### src/design/keypress_power_down_sequencer_core_defines.svh
// ----------------------------------------------------------------------------
// keypress power-down sequencer assertion macros
// concurrent assertion wrappers clocked on clk_i; KPDS_ASSERT is gated by rst_ni, KPDS_ASSERT_ALWAYS is not
// ----------------------------------------------------------------------------
`ifndef KEYPRESS_POWER_DOWN_SEQUENCER_CORE_DEFINES_SVH
`define KEYPRESS_POWER_DOWN_SEQUENCER_CORE_DEFINES_SVH

// checked only while out of reset
`define KPDS_ASSERT(lbl, prop, msg) \
  lbl: assert property (@(posedge clk_i) disable iff (!rst_ni) (prop)) else $error(msg);

// checked on every edge, reset included
`define KPDS_ASSERT_ALWAYS(lbl, prop, msg) \
  lbl: assert property (@(posedge clk_i) (prop)) else $error(msg);

`endif

### src/design/kpds_pkg.sv
// ----------------------------------------------------------------------------
// kpds_pkg
// shared types and constants of the keypress power-down sequencer
// ----------------------------------------------------------------------------
`default_nettype none

package kpds_pkg;

  localparam int unsigned TimeW  = 32;
  localparam int unsigned DurW   = 16;
  localparam int unsigned CountW = 8;
  localparam int unsigned CfgIdxW = 3;

  // configuration register indexes
  typedef enum logic [CfgIdxW-1:0] {
    REG_START_SETTLE   = 3'd0,
    REG_PREFIX_HOLD    = 3'd1,
    REG_PREFIX_SETTLE  = 3'd2,
    REG_ON_HOLD        = 3'd3,
    REG_OFF_TIMEOUT    = 3'd4,
    REG_OFF_STABLE     = 3'd5,
    REG_CONFIRM_VIS    = 3'd6,
    REG_MAX_ATTEMPTS   = 3'd7
  } cfg_reg_e;

  // reset values
  localparam logic [DurW-1:0]   RstStartSettle  = 16'd250;
  localparam logic [DurW-1:0]   RstPrefixHold   = 16'd180;
  localparam logic [DurW-1:0]   RstPrefixSettle = 16'd300;
  localparam logic [DurW-1:0]   RstOnHold       = 16'd220;
  localparam logic [DurW-1:0]   RstOffTimeout   = 16'd6000;
  localparam logic [DurW-1:0]   RstOffStable    = 16'd0;
  localparam logic [DurW-1:0]   RstConfirmVis   = 16'd0;
  localparam logic [CountW-1:0] RstMaxAttempts  = 8'd3;

  typedef struct packed {
    logic [DurW-1:0]   start_settle;
    logic [DurW-1:0]   prefix_hold;
    logic [DurW-1:0]   prefix_settle;
    logic [DurW-1:0]   on_hold;
    logic [DurW-1:0]   off_timeout;
    logic [DurW-1:0]   off_stable;
    logic [DurW-1:0]   confirm_vis;
    logic [CountW-1:0] max_attempts;
  } cfg_t;

  typedef enum logic [1:0] {
    OP_RESET = 2'd0,
    OP_START = 2'd1,
    OP_POLL  = 2'd2
  } opcode_e;

  typedef enum logic [3:0] {
    ACT_NONE        = 4'd0,
    ACT_PRESS_PF    = 4'd1,
    ACT_REL_PF      = 4'd2,
    ACT_PRESS_ON    = 4'd3,
    ACT_REL_ON      = 4'd4,
    ACT_OFF_SEEN    = 4'd5,
    ACT_REAWAKE     = 4'd6,
    ACT_CONFIRMED   = 4'd7,
    ACT_REQ_OFF     = 4'd8,
    ACT_REQ_OFF_UNC = 4'd9,
    ACT_FAILED      = 4'd10
  } action_e;

endpackage

`default_nettype wire

### src/design/keypress_power_down_sequencer_core.sv
// ----------------------------------------------------------------------------
// keypress_power_down_sequencer_core: timed prefix/on key power-down sequencer
// latency: a result is valid the cycle after its request is accepted
// throughput: one request per cycle while results are taken, set by the single stage state update
// reset: sequence idle, counters and time targets zero, registers at defaults
// ----------------------------------------------------------------------------
`default_nettype none

`include "keypress_power_down_sequencer_core_defines.svh"

module keypress_power_down_sequencer_core (
  input  wire logic                         clk_i,
  input  wire logic                         rst_ni,
  // configuration
  input  wire logic                         cfg_we_i,
  input  wire logic [kpds_pkg::CfgIdxW-1:0] cfg_idx_i,
  input  wire logic [kpds_pkg::DurW-1:0]    cfg_wdata_i,
  // event requests
  input  wire logic                         in_valid_i,
  output logic                              in_ready_o,
  input  wire logic [1:0]                   opcode_i,
  input  wire logic [kpds_pkg::TimeW-1:0]   now_time_i,
  input  wire logic                         display_on_i,
  // results
  output logic                              out_valid_o,
  input  wire logic                         out_ready_i,
  output logic [3:0]                        action_o,
  output logic                              active_o,
  output logic [kpds_pkg::CountW-1:0]       attempt_count_o
);
  import kpds_pkg::*;

  localparam logic [3:0] ST_IDLE     = 4'd0;
  localparam logic [3:0] ST_PRESS_PF = 4'd1;
  localparam logic [3:0] ST_REL_PF   = 4'd2;
  localparam logic [3:0] ST_PRESS_ON = 4'd3;
  localparam logic [3:0] ST_REL_ON   = 4'd4;
  localparam logic [3:0] ST_WAIT_OFF = 4'd5;
  localparam logic [3:0] ST_VERIFY   = 4'd6;
  localparam logic [3:0] ST_CONFIRM  = 4'd7;
  localparam logic [3:0] ST_FINISHED = 4'd8;
  localparam logic [3:0] ST_FAILED   = 4'd9;

  cfg_t cfg;

  kpds_cfg u_cfg (
    .clk_i      (clk_i),
    .rst_ni     (rst_ni),
    .cfg_we_i   (cfg_we_i),
    .cfg_idx_i  (cfg_idx_i),
    .cfg_wdata_i(cfg_wdata_i),
    .cfg_o      (cfg)
  );

  logic [3:0]        stage_q, stage_d;
  logic [CountW-1:0] att_q, att_d;
  logic [TimeW-1:0]  next_q, next_d;
  logic [TimeW-1:0]  dl_q, dl_d;

  logic              out_valid_q;
  action_e           action_q, action_d;
  logic              active_q;
  logic [CountW-1:0] att_out_q;

  logic              accept;
  logic [DurW-1:0]   addend;
  logic [TimeW-1:0]  sum;
  logic [TimeW-1:0]  next_diff, dl_diff;
  logic              next_reached, dl_reached;
  logic              at_limit;
  logic              active_d;

  assign in_ready_o = !out_valid_q || out_ready_i;
  assign accept     = in_valid_i && in_ready_o;

  // wrap-safe time compare: target reached when now - target is not negative
  assign next_diff    = now_time_i - next_q;
  assign dl_diff      = now_time_i - dl_q;
  assign next_reached = !next_diff[TimeW-1];
  assign dl_reached   = !dl_diff[TimeW-1];
  assign at_limit     = att_q >= cfg.max_attempts;

  // one shared adder; the duration depends on which transition fires
  always_comb begin
    addend = '0;
    if (opcode_i == OP_START) begin
      addend = cfg.start_settle;
    end else begin
      unique case (stage_q)
        ST_PRESS_PF: addend = cfg.prefix_hold;
        ST_REL_PF:   addend = cfg.prefix_settle;
        ST_PRESS_ON: addend = cfg.on_hold;
        ST_REL_ON:   addend = cfg.off_timeout;
        ST_WAIT_OFF: addend = display_on_i ? cfg.prefix_hold : cfg.off_stable;
        ST_VERIFY:   addend = display_on_i ? cfg.start_settle : cfg.confirm_vis;
        ST_CONFIRM:  addend = cfg.start_settle;
        default:     addend = '0;
      endcase
    end
  end

  assign sum = now_time_i + {{(TimeW-DurW){1'b0}}, addend};

  always_comb begin
    stage_d  = stage_q;
    att_d    = att_q;
    next_d   = next_q;
    dl_d     = dl_q;
    action_d = ACT_NONE;
    unique case (opcode_i)
      OP_RESET: begin
        stage_d = ST_IDLE;
        att_d   = '0;
        next_d  = '0;
        dl_d    = '0;
      end
      OP_START: begin
        stage_d = ST_PRESS_PF;
        att_d   = CountW'(1);
        next_d  = sum;
        dl_d    = '0;
      end
      OP_POLL: begin
        unique case (stage_q)
          ST_WAIT_OFF: begin
            if (!display_on_i) begin
              stage_d  = ST_VERIFY;
              next_d   = sum;
              action_d = ACT_OFF_SEEN;
            end else if (dl_reached) begin
              if (at_limit) begin
                stage_d  = ST_FINISHED;
                action_d = ACT_REQ_OFF_UNC;
              end else begin
                // timeout retry goes straight to pressing the prefix key
                att_d    = att_q + CountW'(1);
                stage_d  = ST_REL_PF;
                next_d   = sum;
                action_d = ACT_PRESS_PF;
              end
            end
          end
          ST_VERIFY, ST_CONFIRM: begin
            if (display_on_i) begin
              if (at_limit) begin
                stage_d  = ST_FINISHED;
                action_d = ACT_REQ_OFF_UNC;
              end else begin
                att_d    = att_q + CountW'(1);
                stage_d  = ST_PRESS_PF;
                next_d   = sum;
                action_d = ACT_REAWAKE;
              end
            end else if (next_reached) begin
              if (stage_q == ST_VERIFY) begin
                stage_d  = ST_CONFIRM;
                next_d   = sum;
                action_d = ACT_CONFIRMED;
              end else begin
                stage_d  = ST_FINISHED;
                action_d = ACT_REQ_OFF;
              end
            end
          end
          ST_PRESS_PF: begin
            if (next_reached) begin
              stage_d  = ST_REL_PF;
              next_d   = sum;
              action_d = ACT_PRESS_PF;
            end
          end
          ST_REL_PF: begin
            if (next_reached) begin
              stage_d  = ST_PRESS_ON;
              next_d   = sum;
              action_d = ACT_REL_PF;
            end
          end
          ST_PRESS_ON: begin
            if (next_reached) begin
              stage_d  = ST_REL_ON;
              next_d   = sum;
              action_d = ACT_PRESS_ON;
            end
          end
          ST_REL_ON: begin
            if (next_reached) begin
              stage_d  = ST_WAIT_OFF;
              dl_d     = sum;
              action_d = ACT_REL_ON;
            end
          end
          default: ;
        endcase
      end
      default: ;
    endcase
  end

  assign active_d = (stage_d != ST_IDLE) && (stage_d != ST_FINISHED) &&
                    (stage_d != ST_FAILED);

  always_ff @(posedge clk_i or negedge rst_ni) begin
    if (!rst_ni) begin
      stage_q     <= ST_IDLE;
      att_q       <= '0;
      next_q      <= '0;
      dl_q        <= '0;
      out_valid_q <= 1'b0;
    end else begin
      if (accept) begin
        stage_q <= stage_d;
        att_q   <= att_d;
        next_q  <= next_d;
        dl_q    <= dl_d;
      end
      if (accept) begin
        out_valid_q <= 1'b1;
      end else if (out_ready_i) begin
        out_valid_q <= 1'b0;
      end
    end
  end

  always_ff @(posedge clk_i) begin
    if (accept) begin
      action_q  <= action_d;
      active_q  <= active_d;
      att_out_q <= att_d;
    end
  end

  assign out_valid_o     = out_valid_q;
  assign action_o        = action_q;
  assign active_o        = active_q;
  assign attempt_count_o = att_out_q;

  `KPDS_ASSERT(a_start_result,
    (in_valid_i && in_ready_o && opcode_i == OP_START) |=>
    (out_valid_o && action_o == ACT_NONE && active_o && attempt_count_o == CountW'(1)),
    "start request did not arm the sequence")
  `KPDS_ASSERT(a_held_result_blocks,
    (out_valid_o && !out_ready_i) |-> !in_ready_o,
    "request accepted while a result was still held")
  `KPDS_ASSERT_ALWAYS(a_no_failed_code,
    out_valid_o |-> (action_o != ACT_FAILED),
    "failure action code produced")

endmodule

`default_nettype wire

### src/design/kpds_cfg.sv
// ----------------------------------------------------------------------------
// kpds_cfg
// configuration register file with plain indexed write port
// ----------------------------------------------------------------------------
`default_nettype none

module kpds_cfg (
  input  wire logic                         clk_i,
  input  wire logic                         rst_ni,
  input  wire logic                         cfg_we_i,
  input  wire logic [kpds_pkg::CfgIdxW-1:0] cfg_idx_i,
  input  wire logic [kpds_pkg::DurW-1:0]    cfg_wdata_i,
  output kpds_pkg::cfg_t                    cfg_o
);
  import kpds_pkg::*;

  cfg_t cfg_q;

  always_ff @(posedge clk_i or negedge rst_ni) begin
    if (!rst_ni) begin
      cfg_q.start_settle  <= RstStartSettle;
      cfg_q.prefix_hold   <= RstPrefixHold;
      cfg_q.prefix_settle <= RstPrefixSettle;
      cfg_q.on_hold       <= RstOnHold;
      cfg_q.off_timeout   <= RstOffTimeout;
      cfg_q.off_stable    <= RstOffStable;
      cfg_q.confirm_vis   <= RstConfirmVis;
      cfg_q.max_attempts  <= RstMaxAttempts;
    end else if (cfg_we_i) begin
      unique case (cfg_reg_e'(cfg_idx_i))
        REG_START_SETTLE:  cfg_q.start_settle  <= cfg_wdata_i;
        REG_PREFIX_HOLD:   cfg_q.prefix_hold   <= cfg_wdata_i;
        REG_PREFIX_SETTLE: cfg_q.prefix_settle <= cfg_wdata_i;
        REG_ON_HOLD:       cfg_q.on_hold       <= cfg_wdata_i;
        REG_OFF_TIMEOUT:   cfg_q.off_timeout   <= cfg_wdata_i;
        REG_OFF_STABLE:    cfg_q.off_stable    <= cfg_wdata_i;
        REG_CONFIRM_VIS:   cfg_q.confirm_vis   <= cfg_wdata_i;
        REG_MAX_ATTEMPTS:  cfg_q.max_attempts  <= cfg_wdata_i[CountW-1:0];
        default: ;
      endcase
    end
  end

  assign cfg_o = cfg_q;

endmodule

`default_nettype wire
### config.mk
export PLATFORM = sky130hd
export DESIGN_NAME = keypress_power_down_sequencer_core
export DESIGN_NICKNAME = d
export VERILOG_FILES = /design/src/design/kpds_pkg.sv /design/src/design/keypress_power_down_sequencer_core.sv /design/src/design/kpds_cfg.sv
export VERILOG_INCLUDE_DIRS = /design/src /design/src/design
export SDC_FILE = /design/constraint.sdc
export NUM_CORES = 1
export LEC_CHECK = 0
export ABC_AREA = 1
export BUFFER_PORTS_ARGS = -buffer_cell sky130_fd_sc_hd__clkbuf_2
export CORE_ASPECT_RATIO = 0.9
export CORE_MARGIN = 5
export CORE_UTILIZATION = 28
export CTS_BUF_LIST = sky130_fd_sc_hd__clkbuf_8
export CTS_CLUSTER_SIZE = 14
export DETAILED_ROUTE_END_ITERATION = 16
export MAX_ROUTING_LAYER = met4
export PLACE_DENSITY_LB_ADDON = 0.3
export REMOVE_ABC_BUFFERS = 1
export SYNTH_ARGS = -nofsm -noshare
export SYNTH_HDL_FRONTEND = slang
export SYNTH_HIERARCHICAL = 1
export SYNTH_SLANG_ARGS = --single-unit
### constraint.sdc
create_clock -name clk_i -period 3.8 [get_ports clk_i]
set_clock_uncertainty 0.05 [all_clocks]
set_input_delay 0.19 -clock clk_i [delete_from_list [all_inputs] [get_ports clk_i]]
set_output_delay 0.19 -clock clk_i [all_outputs]
set_load 0.005 [all_outputs]
==> metrics.txt, run 1 <==
DRT iter0 DRCs=980; Slew headroom=between 20% and 30%; Cell Area, Synth=about 13000 um2; fin worst setup slack=183 ps; post-synthesis adder-cell area fraction=just over 8%; via count=12800; CTS tree=built; Worst Path Max Fanout=12; combinational family with the most area after synthesis=simple AND/OR/NAND/NOR gates; final worst-path cycle share=95.2%; Primary FF master, synth=dfrtp_1; first-pass GRT wire length=71.1 mm; Post-Synth Simple-Gate Area=29.7%; clock power share=~28%; Worst-Skew Late Latency=580 ps; Clock transition at path regs=around 70 ps; CTS Sinks=210; placed cell count=around 2500; min Tclk post-route=3620 ps; num rows=76; first-pass detailed-route iteration total=7; largest net degree at the start of global routing=95; clock buffer depth=3; number of H-tree levels=2; Comb power frac=33.8%; RSZ-0062 raised after global routing=true; Detailed Route WL=44.5 mm; Crit Path Class=register to register; Filler Cells Inserted=5104; Slew @ Worst Pin=1080 ps; Sw Share=between 30% and 40%; switching power=2.86 mW; Startpoint Class=register; xor and xnor fraction of the mapped netlist area=roughly 2.3%; min-delay worst type=input port to register; critical path cell sequence=inv_2 -> nor2_2 -> inv_2 -> buf_4 -> nor2_4 -> buf_12 -> a22o_1 -> a21oi_2 -> nand4_1 -> a31oi_4 -> inv_1 -> ha_4 -> nand2_1 -> inv_1 -> a21oi_4 -> o21bai_1 -> nand2_1 -> nand2_2 -> nand4_1 -> nand3_1 -> nand2_2 -> or2_2 -> o21ai_1; vias per inst=4.84; io pins=between 70 and 80; Yosys cell types=51; die area=52600 um2; Cells after Synth=1819; proportion of synthesized area in mux cells=0%; Hold Path Depth=3; Worst VDD drop=around 220 uV; Finished Layout Cells=2641; synthesized flop and latch total=210; commonest non-fill, non-tap cell in the layout=nand2_1; internal power=4.90 mW; drt drc=0; clk root buf=clkbuf_8; final hold vios=0; vias in the first global route=12900; Port Buf Inserts=73; Die Ht=around 220 um; CP max-delay cell=dfrtp_1; Reg2Reg Depth=23; P_leak=between 8 and 9 nW; crit path capture type=register; DP HPWL=roughly 31 mm; most frequent cells in the layout=nand2_1, inv_1, dfrtp_1; sequential fraction of the synthesis area=39.7%; Final setup viols=0; Layout area overhead=23.0%; EDFF count, synth=13; mean post-synth cell area=between 7 and 8 um2; dpl ws=-75.0 ps; Core Region=47700 um2; Chip Width=241 um; Final Wtd Congestion=0.878; global route total overflow=0; layout cells sized above 1=19.7%; antenna violations before repair=0; status=complete, no violations; Inserted Clock Buffers=39; Slew Viols, Final=0; ys async rst share=roughly 94%; PD cells=468 nW/um2; yosys warns=6; CP peak stage delay=between 400 and 500 ps; Final ANT Viol Nets=0; Final #Nets=2134; maximum clock frequency=0.276 GHz; worst endpoint required time=around 4200 ps; sequential power share=a little under two fifths; Initial Util=28.2%; Compound-Gate Fraction of Synth Area=11.5%; Total GRT Usage=roughly 17%; crit path DAT=4060 ps; n_diodes=0; Max Cap Violations=0; wire length per cell=16.8 um
timing repair:
item                                   4_1_cts  5_1_grt
buffers inserted                             0       10
endpoints found under the hold margin      211        0
hold buffers                                27        0
gates resized for setup                      9       89
setup endpoints to repair                   12       46
pin swaps                                    1       24
critical path, delay by kind of cell (launching register included):
| family | cells | cell delay (ps) |
|---|---|---|
| AND/OR/NAND/NOR | 10 | 1090 |
| buffers and inverters | 6 | 680 |
| flip-flops | 1 | 410 |
| adder cells (fa/ha/maj) | 1 | 290 |
| AO/OA/AOI/OAI | 6 | 1030 |
layout make-up:
cell class                      instances  area (um2)  area share [%]
Multi-Input combinational cell       1331        7420            44.7
Clock inverter                         28         155           0.935
Sequential cell                       210        5360            32.3
Tap cell                              624         781            4.71
Timing Repair Buffer                  193        1480            8.92
Inverter                              211         792            4.78
Clock buffer                           44         606            3.65
sequential cells by signal, summed over array words and instances (netlist names):
register,flops
attempt_count_o,8
out_valid_o,1
att_q,8
next_q,32
active_o,1
dl_q,32
stage_q,4
action_o,4
u_cfg/cfg_o,120
logic make-up (layout without fill, tap and decap cells):
logic type	count (synthesis)	after routing
flops	210	210
xor+xnor	36	36
fa+ha+maj	89	89
compound gates	260	260
simple gates	946	946
buf+inv	278	476
Yosys cell counts (3+ instances only):
cell type,number,area [um2]
xnor2_1,14,123
nand4_1,26,163
xor2_1,22,193
dfrtp_1,169,4230
a22o_1,5,43.8
nand2_1,657,2470
a31oi_1,19,119
inv_2,6,22.5
or2_2,31,194
ha_1,88,1100
nor2_4,4,45.0
clkinv_1,3,11.3
nand3_1,130,651
nor2_1,62,233
o21bai_1,4,30.0
buf_4,3,22.5
buf_2,28,140
nand3b_1,5,37.5
inv_1,202,758
o22ai_1,36,225
clkbuf_1,27,101
nor3_1,8,40.0
a21oi_1,86,430
o21ai_1,20,100
nand2_2,7,43.8
buf_6,5,56.3
o21ai_0,47,235
edfxtp_1,13,390
a21o_1,6,45.0
a221oi_1,11,96.3
a32oi_1,4,35.0
dfstp_2,28,736
nor2_2,6,37.5
o21ai_2,15,131
clkbuf_2,4,20.0
worst paths after layout:
path,slack [ps],start,endpoint
min reg2reg,410,u_cfg/cfg_o[75]$_DFFE_PN1P_,u_cfg/cfg_o[75]$_DFFE_PN1P_
max,180,stage_q[2]$_DFFE_PN0P_,next_q[28]$_DFFE_PN0P_
max reg2reg,180,stage_q[2]$_DFFE_PN0P_,next_q[28]$_DFFE_PN0P_
min in group asynchronous,200,rst_ni,next_q[7]$_DFFE_PN0P_
min,50,now_time_i[21],dl_q[21]$_DFFE_PN0P_
max in group asynchronous,2380,rst_ni,u_cfg/cfg_o[111]$_DFFE_PN1P_
power groups by stage:
stage               Clock [mW]  Combinational [mW]  Sequential [mW]
floorplan                    0                1.50             2.91
global placement             0                2.33             2.97
detailed placement           0                2.37             2.98
CTS                       2.26                2.42             2.95
global route              2.36                2.96             3.01
finish                    2.19                2.62             2.96
routing by layer:
| metal | share of wire, % | global-route usage (%) | vias up |
|---|---|---|---|
| met2 | 45 | 26.9 | 358 |
| li1 | - | - | 6250 |
| met5 | 0 | - | - |
| met1 | 47 | 23.3 | 6094 |
| met3 | 6.4 | 3.22 | 73 |
| met4 | 2.2 | 4.38 | 0 |
metrics by stage:
stage	setup TNS, ps	utilization [%]	hold WS, ps	instance area [um2]	power, mW
detailed placement	-345	31.4	311	15000	5.35
finish	0	34.7	45.7	16600	7.76
CTS	0	33.7	2.21	16100	7.63
global placement	-5.40	31.4	304	15000	5.31
floorplan	-524	-	-156	13100	4.41
global route	-96.3	34.7	41.1	16600	8.33
Power figures use the tool's default switching activity.
==> run 2, diff against run 1 <==
--- a/config.mk
+++ b/config.mk
@@ -14,6 +14,7 @@
 export CTS_BUF_LIST = sky130_fd_sc_hd__clkbuf_8
 export CTS_CLUSTER_SIZE = 14
 export DETAILED_ROUTE_END_ITERATION = 16
+export GPL_TIMING_DRIVEN = 0
 export MAX_ROUTING_LAYER = met4
 export PLACE_DENSITY_LB_ADDON = 0.3
 export REMOVE_ABC_BUFFERS = 1
==> run 2 against run 1 <==
Against the previous run: the flow now finishes with violations (setup timing); sequential share of layout area decreased by 0.29 points; clock power rose by 3%; critical endpoint is now next_q[26]$_DFFE_PN0P_; utilization is 0.34 points higher.
==> metrics.txt, run 2 (synthesis gave the netlist of run 1 again) <==
status=finished, violations left (was complete, no violations); failing checks=setup timing; Reg2Reg Depth=23 (unchanged); Worst Setup SP=stage_q[3]$_DFFE_PN0P_ (was stage_q[2]$_DFFE_PN0P_); via count=12700 (was 12800); Detailed Route WL=43.7 mm (was 44.5 mm); clock buffer depth=3 (unchanged); Slew headroom=8.42% (was 28.1%); final hold vios=0 (unchanged); RSZ-0062 raised after global routing=true (unchanged); Hold Path Depth=3 (unchanged); DP HPWL=27.5 mm (was 31.0 mm); hold_sp=now_time_i[29] (was now_time_i[21]); register area=5360 um2 (about the same); Layout area overhead=24.2% (was 23.0%); largest net degree at the start of global routing=108 (was 95); CP delay by family, top=simple AND/OR/NAND/NOR gates (unchanged); Slew @ Worst Pin=1370 ps (was 1080 ps); Finished Layout Cells=2605 (was 2641); worst endpoint required time=4220 ps (was 4240 ps); first-pass GRT wire length=68.5 mm (was 71.1 mm); final worst-path cycle share=103% (was 95.2%); most frequent cells in the layout=nand2_1, inv_1, dfrtp_1 (unchanged); crit path capture type=register (unchanged); Setup TNS=-974 ps (was 0 ps); PD cells=468 nW/um2 (about the same); commonest non-fill, non-tap cell in the layout=nand2_1 (unchanged); Port Buf Inserts=73 (unchanged); hold slack=9.72 ps (was 45.7 ps); worst path buffer plus inverter count=4 (was 6); num rows=76 (unchanged); Hold Crit Endpoint=dl_q[29]$_DFFE_PN0P_ (was dl_q[21]$_DFFE_PN0P_); Clock transition at path regs=60 ps (was 70 ps); Worst Path Max Fanout=5 (was 12); Final setup viols=12 (was 0); Slew Viols, Final=0 (unchanged); Max Cap Violations=0 (unchanged); Worst R2R Start=stage_q[3]$_DFFE_PN0P_ (was stage_q[2]$_DFFE_PN0P_); Initial Util=28.2% (unchanged); fin worst setup slack=-122 ps (was 183 ps); most frequent CP cell=nor2_4; placed cell count=2453 (was 2532); Die Ht=218 um (unchanged); Total GRT Usage=16.6% (was 17.3%); Inserted Clock Buffers=39 (unchanged); critical path cell sequence=nor2_4 -> inv_4 -> nor2_4 -> clkinv_4 -> nor2_4 -> a22o_1 -> a21oi_1 -> nand4_1 -> a31oi_4 -> inv_2 -> ha_4 -> inv_2 -> fa_2 -> nand3b_1 -> nand2_2 -> a21oi_4 -> o21ai_4 -> nand2_2 -> nand2_4 -> nand3b_1 -> xor2_2 -> or2_4 -> o21ai_2 (was inv_2 -> nor2_2 -> inv_2 -> buf_4 -> nor2_4 -> buf_12 -> a22o_1 -> a21oi_2 -> nand4_1 -> a31oi_4 -> inv_1 -> ha_4 -> nand2_1 -> inv_1 -> a21oi_4 -> o21bai_1 -> nand2_1 -> nand2_2 -> nand4_1 -> nand3_1 -> nand2_2 -> or2_2 -> o21ai_1); antenna violations before repair=1 (was 0); maximum clock frequency=0.255 GHz (was 0.276 GHz); vias per inst=4.86 (was 4.84); Worst-Skew Late Latency=580 ps (about the same); max reg flops=120 (unchanged); io pins=74 (unchanged); vias in the first global route=12700 (was 12900); Startpoint Class=register (unchanged); P_leak=8.16 nW (was 8.26 nW); Final #Nets=2097 (was 2134); drt drc=0 (unchanged); Final Util=35.1% (was 34.7%); first-pass detailed-route iteration total=6 (was 7); min Tclk post-route=3920 ps (was 3620 ps); Filler Cells Inserted=5052 (was 5104); clk root buf=clkbuf_8 (unchanged); die area=52600 um2 (unchanged); min-delay worst type=input port to register (unchanged); worst reg2reg setup slack=-120 ps (was 180 ps); area of the multi-input gates=7840 um2 (was 7420 um2); dpl ws=-1670 ps (was -75.0 ps); layout cells sized above 1=21.4% (was 19.7%); Final Wtd Congestion=0.866 (was 0.878); Final ANT Viol Nets=0 (unchanged); RR Endpoint=next_q[26]$_DFFE_PN0P_ (was next_q[28]$_DFFE_PN0P_); Crit Path Class=register to register (unchanged); crit path DAT=4340 ps (was 4060 ps); Core Region=47700 um2 (unchanged); Chip Width=241 um (unchanged); DRT iter0 DRCs=950 (was 980); CTS Sinks=210 (unchanged); global route total overflow=0 (unchanged); Worst VDD drop=222 uV (was 219 uV); CP peak stage delay=460 ps (was 410 ps); number of H-tree levels=2 (unchanged); CTS tree=built (unchanged); CP max-delay cell=dfrtp_2 (was dfrtp_1); wire length per cell=16.8 um (about the same)
-- run 2: changes by cell type in the layout (fill, tap and decap cells not counted), sizes merged, moves of 3 or more --
cell,delta
buf,-35
dlygate4sd3,-6
clkbuf,+3
clkinvlp,+3
inv,-3
-- run 2: area by class of cell --
class                           count  area share [%]
Antenna cell                        1          0.0149
Clock buffer                       47            3.86
Clock inverter                     25           0.867
Inverter                          211            4.92
Multi-Input combinational cell   1332            46.8
Sequential cell                   210            32.0
Tap cell                          624            4.66
Timing Repair Buffer              152            6.74
Timing Repair inverter              3           0.127
-- run 2: stage by stage --
step / cell area [um2] / total power [mW]
after floorplan: 13100 / 4.41
after global placement: 14300 / 5.04
after detailed placement: 14400 / 5.12
after CTS: 15900 / 7.60
after global routing: 16700 / 8.38
final: 16700 / 7.83
-- run 2: worst register-to-register path: cells and delay by family, from the launching register on --
family	cells	cell delay, ps
buffers and inverters	4	340
AO/OA/AOI/OAI	6	730
flip-flops	1	460
XOR/XNOR	1	220
AND/OR/NAND/NOR	10	1560
adder cells (fa/ha/maj)	2	480
-- run 2: worst max-delay path by stage --
stage,endpoint,cells after the start
2_1_floorplan,next_q[20]$_DFFE_PN0P_,23
3_5_place_dp,next_q[30]$_DFFE_PN0P_,21
4_1_cts,next_q[24]$_DFFE_PN0P_,22
3_3_place_gp,next_q[30]$_DFFE_PN0P_,22
6_report,next_q[26]$_DFFE_PN0P_,23
5_1_grt,next_q[24]$_DFFE_PN0P_,20
-- run 2: metal layers --
layer | up-vias | GRT usage, % | share of wire (%)
met5 | - | - | 0
met4 | 0 | 3.40 | 1.5
met3 | 56 | 2.74 | 7.2
met2 | 416 | 26.2 | 46
met1 | 6017 | 22.9 | 45
li1 | 6177 | - | -
-- run 2: report_power, final --
group	internal (mW)	switching [mW]	total (mW)
logic	1.02	1.62	2.63
registers	2.71	0.236	2.95
clock network	1.20	1.05	2.26
total	4.93	2.91	7.83
-- run 2: timing repair --
action / in CTS / in global routing
setup endpoints to repair: 63 / 56
pin swaps: 24 / 65
hold endpoints to repair: 207 / 0
gates cloned: 3 / 2
resized for setup: 83 / 116
hold buffers: 21 / 0
buffers inserted: 26 / 27
==> run 3, diff against run 2 <==
--- a/config.mk
+++ b/config.mk
@@ -15,10 +15,9 @@
 export CTS_CLUSTER_SIZE = 14
 export DETAILED_ROUTE_END_ITERATION = 16
 export GPL_TIMING_DRIVEN = 0
-export MAX_ROUTING_LAYER = met4
 export PLACE_DENSITY_LB_ADDON = 0.3
 export REMOVE_ABC_BUFFERS = 1
+export SLEW_MARGIN = 5
 export SYNTH_ARGS = -nofsm -noshare
 export SYNTH_HDL_FRONTEND = slang
-export SYNTH_HIERARCHICAL = 1
 export SYNTH_SLANG_ARGS = --single-unit
==> run 3 against run 2 <==
Against the previous run: count of clock-buffer cells in the layout up 2; the flow now finishes without violations; critical path depth is 2 lower; sequential power is essentially flat; flip-flop and latch count is the same; die area decreased by 4.8%; fmax increased by 7.7%; hold slack improved by 11 ps; total power shrank 6.4%; largest power group unchanged; via count fell by 8.3%; global-route usage fell by 1.9 points; first-iteration DRC count decreased by 19%; critical path type unchanged.
==> metrics.txt, run 3 <==
register area=5360 um2 (unchanged); layout cells sized above 1=16.9% (was 21.4%); Final ANT Viol Nets=0 (unchanged); via count=11600 (was 12700); hold_sp=cfg_wdata_i[14] (was now_time_i[29]); dpl ws=-1580 ps (was -1670 ps); Initial Util=28.3% (was 28.2%); vias in the first global route=11300 (was 12700); status=complete, no violations (was finished, violations left); xor and xnor fraction of the mapped netlist area=2.60% (was 2.34%); Worst VDD drop=223 uV (was 222 uV); Worst R2R Start=stage_q[0]$_DFFE_PN0P_ (was stage_q[3]$_DFFE_PN0P_); min Tclk post-route=3640 ps (was 3920 ps); largest net degree at the start of global routing=108 (unchanged); max reg flops=120 (unchanged); Inserted Clock Buffers=39 (unchanged); vias per inst=4.73 (was 4.86); Worst Path Max Fanout=9 (was 5); Max Cap Violations=0 (unchanged); ys async rst share=93.8% (unchanged); first-pass GRT wire length=60.8 mm (was 68.5 mm); wire length per cell=15.4 um (was 16.8 um); Port Buf Inserts=73 (unchanged); count leader, synth=nand2_1 (unchanged); Yosys cell types=45 (was 51); worst reg2reg setup slack=160 ps (was -120 ps); fin worst setup slack=160 ps (was -122 ps); Startpoint Class=register (unchanged); Final Cell Area=15700 um2 (was 16700 um2); post-synthesis adder-cell area fraction=8.75% (was 8.32%); Slew Viols, Final=0 (unchanged); Final setup viols=0 (was 12); Post-Synth Simple-Gate Area=24.0% (was 29.7%); Compound-Gate Fraction of Synth Area=14.6% (was 11.5%); placed inst area=13800 um2 (was 14400 um2); number of H-tree levels=2 (unchanged); combinational family with the most area after synthesis=simple AND/OR/NAND/NOR gates (unchanged); Hold Path Depth=3 (unchanged); Slew headroom=16.6% (was 8.42%); commonest non-fill, non-tap cell in the layout=nand2_1 (unchanged); first-pass detailed-route iteration total=5 (was 6); Clock transition at path regs=60 ps (about the same); Crit Path Class=register to register (unchanged); RR Endpoint=next_q[31]$_DFFE_PN0P_ (was next_q[26]$_DFFE_PN0P_); Final #Nets=1966 (was 2097); Layout area overhead=22.8% (was 24.2%); maximum clock frequency=0.275 GHz (was 0.255 GHz); Cells after Synth=1689 (was 1819); DRT iter0 DRCs=772 (was 950); Total GRT Usage=14.7% (was 16.6%); most frequent cells in the layout=nand2_1, inv_1, dfrtp_1 (unchanged); EDFF count, synth=13 (unchanged); largest cells by area after synthesis=dfrtp_1, nand2_1, ha_1, o21ai_0, inv_1 (was dfrtp_1, nand2_1, ha_1, inv_1, dfstp_2); hold slack=20.5 ps (was 9.72 ps); Detailed Route WL=37.7 mm (was 43.7 mm); drt drc=0 (unchanged); Core Region=45300 um2 (was 47700 um2); Finished Layout Cells=2456 (was 2605); die area=50100 um2 (was 52600 um2); Worst-Skew Late Latency=550 ps (was 580 ps); Final Wtd Congestion=0.844 (was 0.866); clock buffer depth=3 (unchanged); yosys warns=0 (was 6); synthesized flop and latch total=210 (unchanged); clk root buf=clkbuf_8 (unchanged); P_leak=7.61 nW (was 8.16 nW); sequential fraction of the synthesis area=41.8% (was 39.7%); global route total overflow=0 (unchanged); final worst-path cycle share=95.8% (was 103%); CTS Sinks=210 (unchanged); antenna violations before repair=0 (was 1); cell taking the most area after synthesis=dfrtp_1 (unchanged); worst endpoint required time=4190 ps (was 4220 ps); Hold Crit Endpoint=u_cfg.cfg_o[86]$_DFFE_PN0P_ (was dl_q[29]$_DFFE_PN0P_); Slew @ Worst Pin=1250 ps (was 1370 ps); io pins=74 (unchanged); PD cells=466 nW/um2 (was 468 nW/um2); Primary FF master, synth=dfrtp_1 (unchanged); mean post-synth cell area=7.58 um2 (was 7.41 um2); CTS tree=built (unchanged); Reg2Reg Depth=21 (was 23); RSZ-0062 raised after global routing=true (unchanged); Yosys top cell area share=33.0% (was 31.4%); Die Ht=213 um (was 218 um); most instantiated cells after synthesis=nand2_1, inv_1, dfrtp_1 (unchanged); Cell Area, Synth=12800 um2 (was 13500 um2); Chip Width=235 um (was 241 um); crit path DAT=4030 ps (was 4340 ps); area of the multi-input gates=6940 um2 (was 7840 um2); Filler Cells Inserted=4787 (was 5052); min-delay worst type=input port to register (unchanged); final hold vios=0 (unchanged); crit path capture type=register (unchanged); n_diodes=0 (was 1); num rows=74 (was 76); proportion of synthesized area in mux cells=0% (unchanged); placed cell count=2318 (was 2453); Power Total=7.33 mW (was 7.83 mW); DP HPWL=25.6 mm (was 27.5 mm)
==> run 3: routing by layer <==
metal / global-route usage [%] / vias up / share of wire, % / wire length, um
li1: - / 5794 / - / -
met1: 21.2 / 5503 / 49 / 18600
met2: 23.6 / 264 / 44 / 16800
met3: 2.39 / 58 / 4.4 / 1680
met4: 3.02 / 0 / 1.9 / 703
met5: 0 / - / 0 / 0
==> run 3: worst max path at each step <==
stage,startpoint,endpoint,slack [ps],depth (start not counted)
6_report,stage_q[0]$_DFFE_PN0P_,next_q[31]$_DFFE_PN0P_,160,21
5_1_grt,stage_q[2]$_DFFE_PN0P_,next_q[24]$_DFFE_PN0P_,-50,24
4_1_cts,stage_q[2]$_DFFE_PN0P_,next_q[31]$_DFFE_PN0P_,-20,23
3_5_place_dp,display_on_i,next_q[24]$_DFFE_PN0P_,-1580,20
3_3_place_gp,display_on_i,next_q[24]$_DFFE_PN0P_,-1680,20
2_1_floorplan,stage_q[3]$_DFFE_PN0P_,next_q[24]$_DFFE_PN0P_,240,22
==> run 3: layout make-up <==
| type | instances | share of cell area (%) |
|---|---|---|
| Tap cell | 608 | 4.84 |
| Timing Repair Buffer | 145 | 6.90 |
| Clock buffer | 49 | 4.29 |
| Timing Repair inverter | 1 | 0.0477 |
| Clock inverter | 22 | 0.621 |
| Inverter | 210 | 5.10 |
| Multi-Input combinational cell | 1211 | 44.1 |
| Sequential cell | 210 | 34.1 |
==> run 3: cell families (layout without fill, tap and decap cells) <==
family,after synthesis,after routing
AND/OR/NAND/NOR,753,753
flip-flops,210,210
buffers and inverters,268,427
adder cells (fa/ha/maj),89,89
AO/OA/AOI/OAI,331,331
XOR/XNOR,38,38
==> run 3: power by group <==
| part | internal (mW) | total [mW] | switching [mW] |
|---|---|---|---|
| sequential | 2.71 | 2.94 | 0.228 |
| clock | 1.16 | 2.16 | 0.998 |
| combinational | 0.852 | 2.23 | 1.38 |
==> run 3: through the flow <==
step	utilization, %	setup TNS, ps
floorplan	-	0
global placement	30.2	-343790
detailed placement	30.5	-69640
CTS	33.6	-19.4
global route	34.7	-133
finish	34.7	0
==> run 3: worst max-delay path: stages, from the launching register on <==
cell	delay, ps
dfrtp_2	480
inv_1	150
nor3_4	60
inv_2	100
nor2_4	70
buf_4	210
a221oi_2	220
nand4_1	170
a22oi_2	300
inv_2	90
ha_4	300
nand2_1	110
nor2_4	110
and2_4	140
nand4_1	120
nand3_4	180
nand2_4	80
nor2_4	170
xnor2_2	140
nor2_1	60
nand3_1	120
nand2_1	70
==> run 3: what timing repair did <==
item                       4_1_cts  5_1_grt
setup endpoints to repair       62       54
hold endpoints to repair       185        0
gates resized for setup         42       87
pin swaps                       11       34
cloned                           1        0
buffers inserted                24       15
hold buffers                    27        0
